**src/rtl/kwdt_pkg.sv**
```systemverilog
package kwdt_pkg;

  // Input operation codes
  localparam logic [1:0] OP_READ  = 2'd0;
  localparam logic [1:0] OP_WRITE = 2'd1;
  localparam logic [1:0] OP_TICK  = 2'd2;

  localparam logic [11:0] KWDT_KEY       = 12'hA57;
  localparam int          EN_BIT         = 0;
  localparam int          RST_OLD_BIT    = 1;
  localparam int          RST_NEW_BIT    = 0;
  localparam int          RESTART_BIT    = 0;
  localparam logic [3:0]  INTV_ENTRIES   = 4'd12;
  localparam logic        LAYOUT_RESET   = 1'b1;

  typedef enum logic [2:0] {
    SEL_NONE,
    SEL_IRQEN,
    SEL_IRQSTA,
    SEL_CTRL,
    SEL_CFG,
    SEL_MODE
  } kwdt_reg_t;

  typedef struct packed {
    logic [31:0] read_data;
    logic        offset_error;
    logic        reset_pulse;
    logic [5:0]  ticks_remaining;
  } kwdt_result_t;

  // Map a word index to a register for the given layout
  function automatic kwdt_reg_t decode_reg(input logic keyed, input logic [2:0] idx);
    kwdt_reg_t r;
    r = SEL_NONE;
    if (keyed) begin
      unique case (idx)
        3'd0, 3'd2, 3'd3: r = SEL_IRQEN;
        3'd1:             r = SEL_IRQSTA;
        3'd4:             r = SEL_CTRL;
        3'd5:             r = SEL_CFG;
        3'd6:             r = SEL_MODE;
        default:          r = SEL_NONE;
      endcase
    end else begin
      unique case (idx)
        3'd0:    r = SEL_CTRL;
        3'd1:    r = SEL_MODE;
        default: r = SEL_NONE;
      endcase
    end
    return r;
  endfunction

  // Half-second counts per interval index
  function automatic logic [5:0] load_value(input logic [3:0] intv);
    logic [5:0] v;
    v = 6'd0;
    unique case (intv)
      4'd0:    v = 6'd1;
      4'd1:    v = 6'd2;
      4'd2:    v = 6'd4;
      4'd3:    v = 6'd6;
      4'd4:    v = 6'd8;
      4'd5:    v = 6'd10;
      4'd6:    v = 6'd12;
      4'd7:    v = 6'd16;
      4'd8:    v = 6'd20;
      4'd9:    v = 6'd24;
      4'd10:   v = 6'd28;
      4'd11:   v = 6'd32;
      default: v = 6'd0;
    endcase
    return v;
  endfunction

endpackage

```
**src/rtl/kwdt_if.sv**
```systemverilog
interface kwdt_in_if;
  logic        valid;
  logic        ready;
  logic [1:0]  mode;
  logic [2:0]  word_index;
  logic [31:0] write_data;

  modport source (output valid, mode, word_index, write_data, input ready);
  modport sink   (input valid, mode, word_index, write_data, output ready);
endinterface

interface kwdt_out_if;
  logic        valid;
  logic        ready;
  logic [31:0] read_data;
  logic        offset_error;
  logic        reset_pulse;
  logic [5:0]  ticks_remaining;

  modport source (output valid, read_data, offset_error, reset_pulse, ticks_remaining,
                  input ready);
  modport sink   (input valid, read_data, offset_error, reset_pulse, ticks_remaining,
                  output ready);
endinterface

```
**src/rtl/kwdt_core.sv**
```systemverilog
module kwdt_core
  import kwdt_pkg::*;
(
  input  logic         clk,
  input  logic         rst_n,
  input  logic         accept,
  input  logic [1:0]   mode,
  input  logic [2:0]   word_index,
  input  logic [31:0]  write_data,
  input  logic         keyed,
  output kwdt_result_t result
);

  logic [31:0] mode_word_r, mode_word_nxt;
  logic [31:0] config_word_r, config_word_nxt;
  logic [31:0] irq_en_r, irq_en_nxt;
  logic [31:0] irq_sta_r, irq_sta_nxt;
  logic [5:0]  countdown_r, countdown_nxt;
  logic        counting_r, counting_nxt;

  kwdt_reg_t   reg_sel;
  logic [3:0]  intv;
  logic [5:0]  load_cnt;
  logic        do_load;
  logic        key_ok;
  logic [5:0]  dec_cnt;
  logic        rst_en;

  assign reg_sel = decode_reg(keyed, word_index);
  assign key_ok  = keyed ? (write_data[12:1] == KWDT_KEY) : 1'b1;
  assign dec_cnt = countdown_r - 6'd1;
  assign rst_en  = keyed ? config_word_r[RST_NEW_BIT] : mode_word_r[RST_OLD_BIT];

  // Interval comes from the mode word in effect after this write
  always_comb begin
    logic [31:0] src;
    src  = (reg_sel == SEL_MODE) ? write_data : mode_word_r;
    intv = keyed ? src[7:4] : src[6:3];
    load_cnt = (intv < INTV_ENTRIES) ? load_value(intv) : countdown_r;
  end

  always_comb begin
    mode_word_nxt   = mode_word_r;
    config_word_nxt = config_word_r;
    irq_en_nxt      = irq_en_r;
    irq_sta_nxt     = irq_sta_r;
    countdown_nxt   = countdown_r;
    counting_nxt    = counting_r;
    do_load         = 1'b0;
    result          = '0;

    case (mode)
      OP_READ: begin
        result.offset_error = (reg_sel == SEL_NONE);
        unique case (reg_sel)
          SEL_IRQEN:  result.read_data = irq_en_r;
          SEL_IRQSTA: result.read_data = irq_sta_r;
          SEL_CFG:    result.read_data = config_word_r;
          SEL_MODE:   result.read_data = mode_word_r;
          default:    result.read_data = '0;
        endcase
      end
      OP_WRITE: begin
        result.offset_error = (reg_sel == SEL_NONE);
        unique case (reg_sel)
          SEL_IRQEN:  irq_en_nxt = write_data;
          SEL_IRQSTA: irq_sta_nxt = write_data;
          SEL_CFG:    config_word_nxt = write_data;
          SEL_MODE: begin
            mode_word_nxt = write_data;
            do_load = write_data[EN_BIT] & ~mode_word_r[EN_BIT];
          end
          SEL_CTRL:   do_load = key_ok & write_data[RESTART_BIT];
          default:    do_load = 1'b0;
        endcase
        if (do_load) begin
          countdown_nxt = load_cnt;
          counting_nxt  = (load_cnt != 6'd0);
        end
      end
      OP_TICK: begin
        if (counting_r && countdown_r != 6'd0) begin
          countdown_nxt = dec_cnt;
          if (dec_cnt == 6'd0) begin
            counting_nxt       = 1'b0;
            result.reset_pulse = mode_word_r[EN_BIT] & rst_en;
          end
        end else begin
          counting_nxt = 1'b0;
        end
      end
      default: ;
    endcase

    result.ticks_remaining = countdown_nxt;
  end

  always_ff @(posedge clk) begin
    if (!rst_n) begin
      mode_word_r   <= '0;
      config_word_r <= '0;
      irq_en_r      <= '0;
      irq_sta_r     <= '0;
      countdown_r   <= '0;
      counting_r    <= 1'b0;
    end else if (accept) begin
      mode_word_r   <= mode_word_nxt;
      config_word_r <= config_word_nxt;
      irq_en_r      <= irq_en_nxt;
      irq_sta_r     <= irq_sta_nxt;
      countdown_r   <= countdown_nxt;
      counting_r    <= counting_nxt;
    end
  end

endmodule

```
**src/rtl/kwdt_out_buf.sv**
```systemverilog
module kwdt_out_buf
  import kwdt_pkg::*;
(
  input  logic         clk,
  input  logic         rst_n,
  input  logic         push,
  input  kwdt_result_t push_data,
  output logic         can_push,
  output logic         out_valid,
  input  logic         out_ready,
  output kwdt_result_t out_data
);

  logic         out_valid_r;
  kwdt_result_t out_data_r;
  logic         skid_valid_r;
  kwdt_result_t skid_data_r;
  logic         load_out;

  assign can_push  = ~skid_valid_r;
  assign out_valid = out_valid_r;
  assign out_data  = out_data_r;
  assign load_out  = out_ready | ~out_valid_r;

  always_ff @(posedge clk) begin
    if (!rst_n) begin
      out_valid_r  <= 1'b0;
      skid_valid_r <= 1'b0;
    end else if (load_out) begin
      // drain the skid entry first; no new transfer comes in while it is full
      out_valid_r  <= skid_valid_r | push;
      skid_valid_r <= 1'b0;
    end else if (push) begin
      skid_valid_r <= 1'b1;
    end
  end

  always_ff @(posedge clk) begin
    if (load_out) begin
      out_data_r <= skid_valid_r ? skid_data_r : push_data;
    end
    if (!load_out && push) begin
      skid_data_r <= push_data;
    end
  end

endmodule

```
**src/rtl/keyed_watchdog_timer.sv**
```systemverilog
// Keyed watchdog timer, register-bus style.
// in_ch carries one operation per transfer: a register read, a register
// write or a half-second tick, with a word index and 32-bit write data.
// out_ch returns one result per input transfer, in order: read data,
// an offset error flag, the system reset pulse and the ticks left.
// cfg_wr_en/cfg_wr_data select the register layout (1: keyed layout,
// 0: older layout); write it only while the block is idle.
// A result is registered in the output register, or in the skid register
// when out_ch stalls. Throughput: one transfer per cycle while in_ch.ready
// is high, set by the single combinational pass between the state registers
// and the result register. A two-entry output stage (result register plus
// skid register) keeps in_ch.ready independent of out_ch.ready; in_ch.ready
// drops only after the sink has stalled with both entries full, and rises
// again as soon as the sink takes a result.
// Reset (rst_n low, synchronous) clears the core's registers and the counter,
// stops the countdown, empties the output stage and selects the keyed
// layout.
module keyed_watchdog_timer
  import kwdt_pkg::*;
(
  input  logic       clk,
  input  logic       rst_n,
  kwdt_in_if.sink    in_ch,
  kwdt_out_if.source out_ch,
  input  logic       cfg_wr_en,
  input  logic       cfg_wr_data
);

  logic         layout_r;
  logic         accept;
  kwdt_result_t core_result;
  kwdt_result_t buf_data;

  always_ff @(posedge clk) begin
    if (!rst_n) begin
      layout_r <= LAYOUT_RESET;
    end else if (cfg_wr_en) begin
      layout_r <= cfg_wr_data;
    end
  end

  assign accept = in_ch.valid & in_ch.ready;

  kwdt_core u_core (
    .clk        (clk),
    .rst_n      (rst_n),
    .accept     (accept),
    .mode       (in_ch.mode),
    .word_index (in_ch.word_index),
    .write_data (in_ch.write_data),
    .keyed      (layout_r),
    .result     (core_result)
  );

  kwdt_out_buf u_out_buf (
    .clk       (clk),
    .rst_n     (rst_n),
    .push      (accept),
    .push_data (core_result),
    .can_push  (in_ch.ready),
    .out_valid (out_ch.valid),
    .out_ready (out_ch.ready),
    .out_data  (buf_data)
  );

  assign out_ch.read_data       = buf_data.read_data;
  assign out_ch.offset_error    = buf_data.offset_error;
  assign out_ch.reset_pulse     = buf_data.reset_pulse;
  assign out_ch.ticks_remaining = buf_data.ticks_remaining;

endmodule

```
**src/flat_wrapper.sv**
```systemverilog
// flat-port wrapper written by rule: the top's interface ports become plain ports
module keyed_watchdog_timer_flat import kwdt_pkg::*;
  (clk, rst_n, cfg_wr_en, cfg_wr_data, in_ch_valid, in_ch_mode, in_ch_word_index, in_ch_write_data, in_ch_ready, out_ch_valid, out_ch_read_data, out_ch_offset_error, out_ch_reset_pulse, out_ch_ticks_remaining, out_ch_ready);
  kwdt_in_if in_ch_i ();
  kwdt_out_if out_ch_i ();
  input  logic clk;
  input  logic rst_n;
  input  logic cfg_wr_en;
  input  logic cfg_wr_data;
  input wire logic [$bits(in_ch_i.valid)-1:0] in_ch_valid;
  input wire logic [$bits(in_ch_i.mode)-1:0] in_ch_mode;
  input wire logic [$bits(in_ch_i.word_index)-1:0] in_ch_word_index;
  input wire logic [$bits(in_ch_i.write_data)-1:0] in_ch_write_data;
  output wire logic [$bits(in_ch_i.ready)-1:0] in_ch_ready;
  output wire logic [$bits(out_ch_i.valid)-1:0] out_ch_valid;
  output wire logic [$bits(out_ch_i.read_data)-1:0] out_ch_read_data;
  output wire logic [$bits(out_ch_i.offset_error)-1:0] out_ch_offset_error;
  output wire logic [$bits(out_ch_i.reset_pulse)-1:0] out_ch_reset_pulse;
  output wire logic [$bits(out_ch_i.ticks_remaining)-1:0] out_ch_ticks_remaining;
  input wire logic [$bits(out_ch_i.ready)-1:0] out_ch_ready;
  assign in_ch_i.valid = in_ch_valid;
  assign in_ch_i.mode = in_ch_mode;
  assign in_ch_i.word_index = in_ch_word_index;
  assign in_ch_i.write_data = in_ch_write_data;
  assign in_ch_ready = in_ch_i.ready;
  assign out_ch_valid = out_ch_i.valid;
  assign out_ch_read_data = out_ch_i.read_data;
  assign out_ch_offset_error = out_ch_i.offset_error;
  assign out_ch_reset_pulse = out_ch_i.reset_pulse;
  assign out_ch_ticks_remaining = out_ch_i.ticks_remaining;
  assign out_ch_i.ready = out_ch_ready;
  keyed_watchdog_timer u_core (.clk(clk), .rst_n(rst_n), .in_ch(in_ch_i), .out_ch(out_ch_i), .cfg_wr_en(cfg_wr_en), .cfg_wr_data(cfg_wr_data));
endmodule
```
**config.mk**
```make
export PLATFORM = sky130hd
export DESIGN_NAME = keyed_watchdog_timer_flat
export DESIGN_NICKNAME = d
export VERILOG_FILES = /design/src/rtl/kwdt_pkg.sv /design/src/rtl/kwdt_if.sv /design/src/rtl/kwdt_core.sv /design/src/rtl/kwdt_out_buf.sv /design/src/rtl/keyed_watchdog_timer.sv /design/src/flat_wrapper.sv
export SDC_FILE = /design/constraint.sdc
export NUM_CORES = 1
export LEC_CHECK = 0
export BUFFER_PORTS_ARGS = -buffer_cell sky130_fd_sc_hd__buf_2
export CORE_MARGIN = 5
export CORE_UTILIZATION = 59
export DETAILED_ROUTE_END_ITERATION = 8
export GPL_TIMING_DRIVEN = 0
export PLACE_DENSITY_LB_ADDON = 0.08
export SLEW_MARGIN = 5
export SYNTH_ARGS = -nofsm -noshare
export SYNTH_HDL_FRONTEND = slang
export SYNTH_SLANG_ARGS = --single-unit
```
**constraint.sdc**
```tcl
create_clock -name clk -period 5.8 [get_ports clk]
set_clock_uncertainty 0.2 [all_clocks]
set_input_delay 1.74 -clock clk [delete_from_list [all_inputs] [get_ports clk]]
set_output_delay 1.74 -clock clk [all_outputs]
set_load 0.005 [all_outputs]
```
==> results <==
- The category of the worst setup path capture point is a flip-flop.
- Global routing finished with a remaining overflow of 0.
- The number of max-slew violations in the final report is 0.
- TritonCTS built the clock tree.
- In the layout the commonest cells are nand2_1, a21oi_1, dfxtp_1, buf_2, edfxtp_1.
- The number of maximum-capacitance violations is 0.
- The sink count of the clock tree is ~220.
- Of the cells placed in the final design, the portion with a size suffix greater than 1 is 17.0%.
- The count of buffers added on input and output ports is slightly above 80.
- Setup repair after global routing left no endpoint under its margin.
- The internal power of the cells is 2.53 mW.
- In this run the tightest slew margin relative to its limit is 51.7%.
- In this run the deepest clock path goes through 3 buffers.
- The fraction of the mapped netlist area in simple logic gates is around 17%.
- The total detailed-routing wirelength is 25300 um.
- The die is 137 um wide.
- For the pin with the worst max-slew slack, the measured transition is 723 ps.
- The number of antenna violations at the first check in global routing came to 1.
- Derived from the worst setup path, the maximum achievable clock frequency is 250 MHz.
- The setup slack of the critical path after layout is 1800 ps.
- In this run the biggest area consumer among cell types represents 28.8% of the synthesized area.
- The worst path uses 69.0% of the clock period.
- The buffer type at the clock tree root is clkbuf_16.
- In this run, synthesis produced a sequential element count of 218.
- The synthesized netlist contains 70 unique library cells.
- Yosys attributes the largest share of cell area to dfxtp_1, edfxtp_1, nand2_1.
- The remaining design rule violation count is 0.
- The wire length of the first global-routing pass is 40300 um.
- The slowest library cell on the worst path is or3b_4.
- The HPWL reported at the end of detailed placement is 17100 um.
- Counting the fill cells in the layout gives 1303.
- After synthesis, the share of cell area in mux cells is 5.32%.
- The area growth from synthesis to layout is 15.4%.
- The net load switching power is approximately 0.77 mW.
- The deepest level of the CTS H-tree is 1.
- The first TritonRoute pass finished after 6 iterations.
- During synthesis, Yosys emitted a total of 0 warnings.
- The area of the core is 15900 um^2.
- Global routing used 26.7% of the available tracks.
- In this run the worst path has a maximum fanout of 8.
- The final design utilization is 69.4%.
- The number of hold-slack violations in the final timing report is 0.
- STA classifies the critical path startpoint as an input pin.
- The number of hold-repair buffers added at the cts stage is 0.
- The total number of vias is just over 8000.
- The run finished with clean final reports.
- The worst-case IR drop observed on VDD is roughly 0.24 mV.
- The switching part of the total is 23.2%.
- The worst hold slack is 254 ps.
- The clock power share is around 43%.
- The top flip-flop cell by instance count after synthesis is dfxtp_1.
- The time the worst path needs with I/O delays and setup is 4000 ps.
- The antenna cell count is 0.
- The final net count is 1188.
- When the netlist entered floorplanning its net count stood at 1079.
- The total die area is 18900 um^2.
- At the placement stage, the worst setup path has a slack of 1320 ps.
- In this run the core area contains 46 standard-cell rows.
- The share of synthesized cell area in full adder, half adder and majority cells is 1.44%.
- Once the clock tree was built, the resizer swapped 0 gates to a different size.
- The number of enable-type register cells in the synthesized netlist is 80.
- In the synthesized netlist, the number of instances is 1025.
- The required time reported for the critical path endpoint is 5980 ps.
- Of all flip-flops after synthesis, the portion carrying an async set or reset was 0%.
- The latest clock arrival within the worst-skew pair is 510 ps.
- Summing the areas of all compound-gate instances in the mapped netlist gives a little under a fifth of the synthesized area.
- The overall power consumption is 3.30 mW.
- The mapped netlist covers 9590 um^2.
- The synthesized area divided by synthesized cell count is 9.36 um^2.
- The combinational share of power is 7.5%.
- After detailed routing, the average wire length per cell comes to ~19 um.
- After clock tree synthesis, the clock-pin slew on the worst setup and hold paths is 60 ps.
- The final weighted congestion in routability-driven placement is about 0.92.
- The fraction of the yosys area taken by sequential cells is a little over half.
- After clock tree synthesis, the setup repair step added 0 buffers.
- From bottom edge to top edge, the die measures 137 um.
- The initial utilization of the core area, before any placement, comes to between 60% and 70%.
- The xor-xnor portion of the synthesized cell area is less than 1%.
- The number of global-route vias before repair is 7961.
- For this run, the slowest stage of the critical path takes 440 ps.
- The library cell used most frequently in the layout, excluding fill and tap cells, is nand2_1.
- Data on the critical path arrives at its endpoint at 4180 ps.
- The number of routed nets with antenna violations is 0.
- The first routing iteration left 1018 violations.
- Entering global routing, the biggest net connects 25 pins.
- The library cell occupying the most area in the post-synthesis netlist is dfxtp_1.
- The main combinational cell family by area after synthesis is compound AO/OA/AOI/OAI gates.
- Of the total power, registers draw 49.2%.
- The critical path is of the input pin to flip-flop type.
- In the routed layout, each cell is associated on average with a via count of 6.02.
- The min-delay analysis places its worst path in the category flip-flop to flip-flop.
- The setup violation total in the final timing report is 0.
- The analysis attributes to cell leakage a power of 3.97 nW.
- Pin placement for this block handled 85 I/O pins.
- The critical path goes through buf_2, or3b_4, mux2i_4, mux4_2, inv_1, ha_1, nor4b_1, a211oi_1, nor4_1, a21oi_1.
- The power per unit of standard cell area is 298 nW/um^2.
- Buffers inserted during clock tree synthesis total 22.
[power groups by stage]
stage	clock [mW]	sequential, mW	combinational [mW]
finish	1.43	1.62	0.247
global route	1.51	1.62	0.268
global placement	0	1.66	0.238
detailed placement	0	1.65	0.242
floorplan	0	1.66	0.138
CTS	1.44	1.62	0.244
[critical path, delay by kind of cell]
family | cells | cell delay [ps]
compound gates | 2 | 200
fa+ha+maj | 1 | 210
buf+inv | 2 | 230
mux | 2 | 640
simple gates | 3 | 1150
[through the flow]
stage	setup TNS (ps)	std cells	area (um^2)
after floorplan	0	1025	9590
after global placement	-49600	1324	10300
after detailed placement	0	1326	10300
after CTS	0	1366	11100
after global routing	0	1366	11100
final	0	1366	11100
[synth_stat cells, types with 11 or more instances]
cell / number
nand2_1: 308
a21oi_1: 170
dfxtp_1: 138
edfxtp_1: 80
clkbuf_1: 61
mux2_2: 37
a222oi_1: 32
nor2_1: 18
buf_2: 15
inv_1: 13
nand3_1: 13
o21ai_0: 13
a31oi_1: 11
ha_1: 11
[registers in the layout, indices dropped and copies added, names as in the netlist]
signal	cells
u_core.u_core.config_word_r	32
u_core.u_core.mode_word_r	32
u_core.u_out_buf.skid_data_r	40
u_core.u_core.irq_sta_r	32
u_core.layout_r	1
u_core.u_core.irq_en_r	32
u_core.u_core.counting_r	1
u_core.u_out_buf.skid_valid_r	1
u_core.u_core.countdown_r	6
u_core.u_out_buf.out_valid	1
u_core.u_out_buf.out_data	40
[path summary, 6_finish.rpt]
path | startpoint | to | slack (ps) | depth (start not counted)
max reg2reg | u_core.layout_r$_SDFFE_PN1P_ | u_core.u_core.config_word_r[27]$_SDFFE_PN0P_ | 2800 | 7
max | in_ch_word_index[1] | u_core.u_core.counting_r$_SDFFE_PN0P_ | 1800 | 10
min reg2reg | u_core.u_core.config_word_r[6]$_SDFFE_PN0P_ | u_core.u_core.config_word_r[6]$_SDFFE_PN0P_ | 250 | 2
min | u_core.u_core.config_word_r[6]$_SDFFE_PN0P_ | u_core.u_core.config_word_r[6]$_SDFFE_PN0P_ | 250 | 2
[routing by layer]
| layer | track usage, % | part of all wire, % |
|---|---|---|
| met5 | 0 | 0.043 |
| met4 | 9.20 | 2.5 |
| met3 | 4.24 | 7.3 |
| met2 | 43.2 | 47 |
| met1 | 36.7 | 43 |
[kinds of logic (layout without fill, tap and decap cells)]
kind of cell,count (synthesis),count (layout)
simple gates,388,388
compound gates,271,271
flops,218,218
buf+inv,92,217
mux,43,43
fa+ha+maj,11,11
xor+xnor,2,2
[area by class of cell]
class / instances / area (um^2) / area share (%)
Buffer: 76 / 304 / 2.75
Multi-Input combinational cell: 715 / 4070 / 36.8
Sequential cell: 218 / 5160 / 46.7
Clock inverter: 10 / 110 / 0.995
Timing Repair Buffer: 85 / 463 / 4.18
Tap cell: 216 / 270 / 2.44
Clock buffer: 30 / 621 / 5.61
Inverter: 16 / 60.1 / 0.543
No activity file was read; power rests on OpenSTA's default activity.
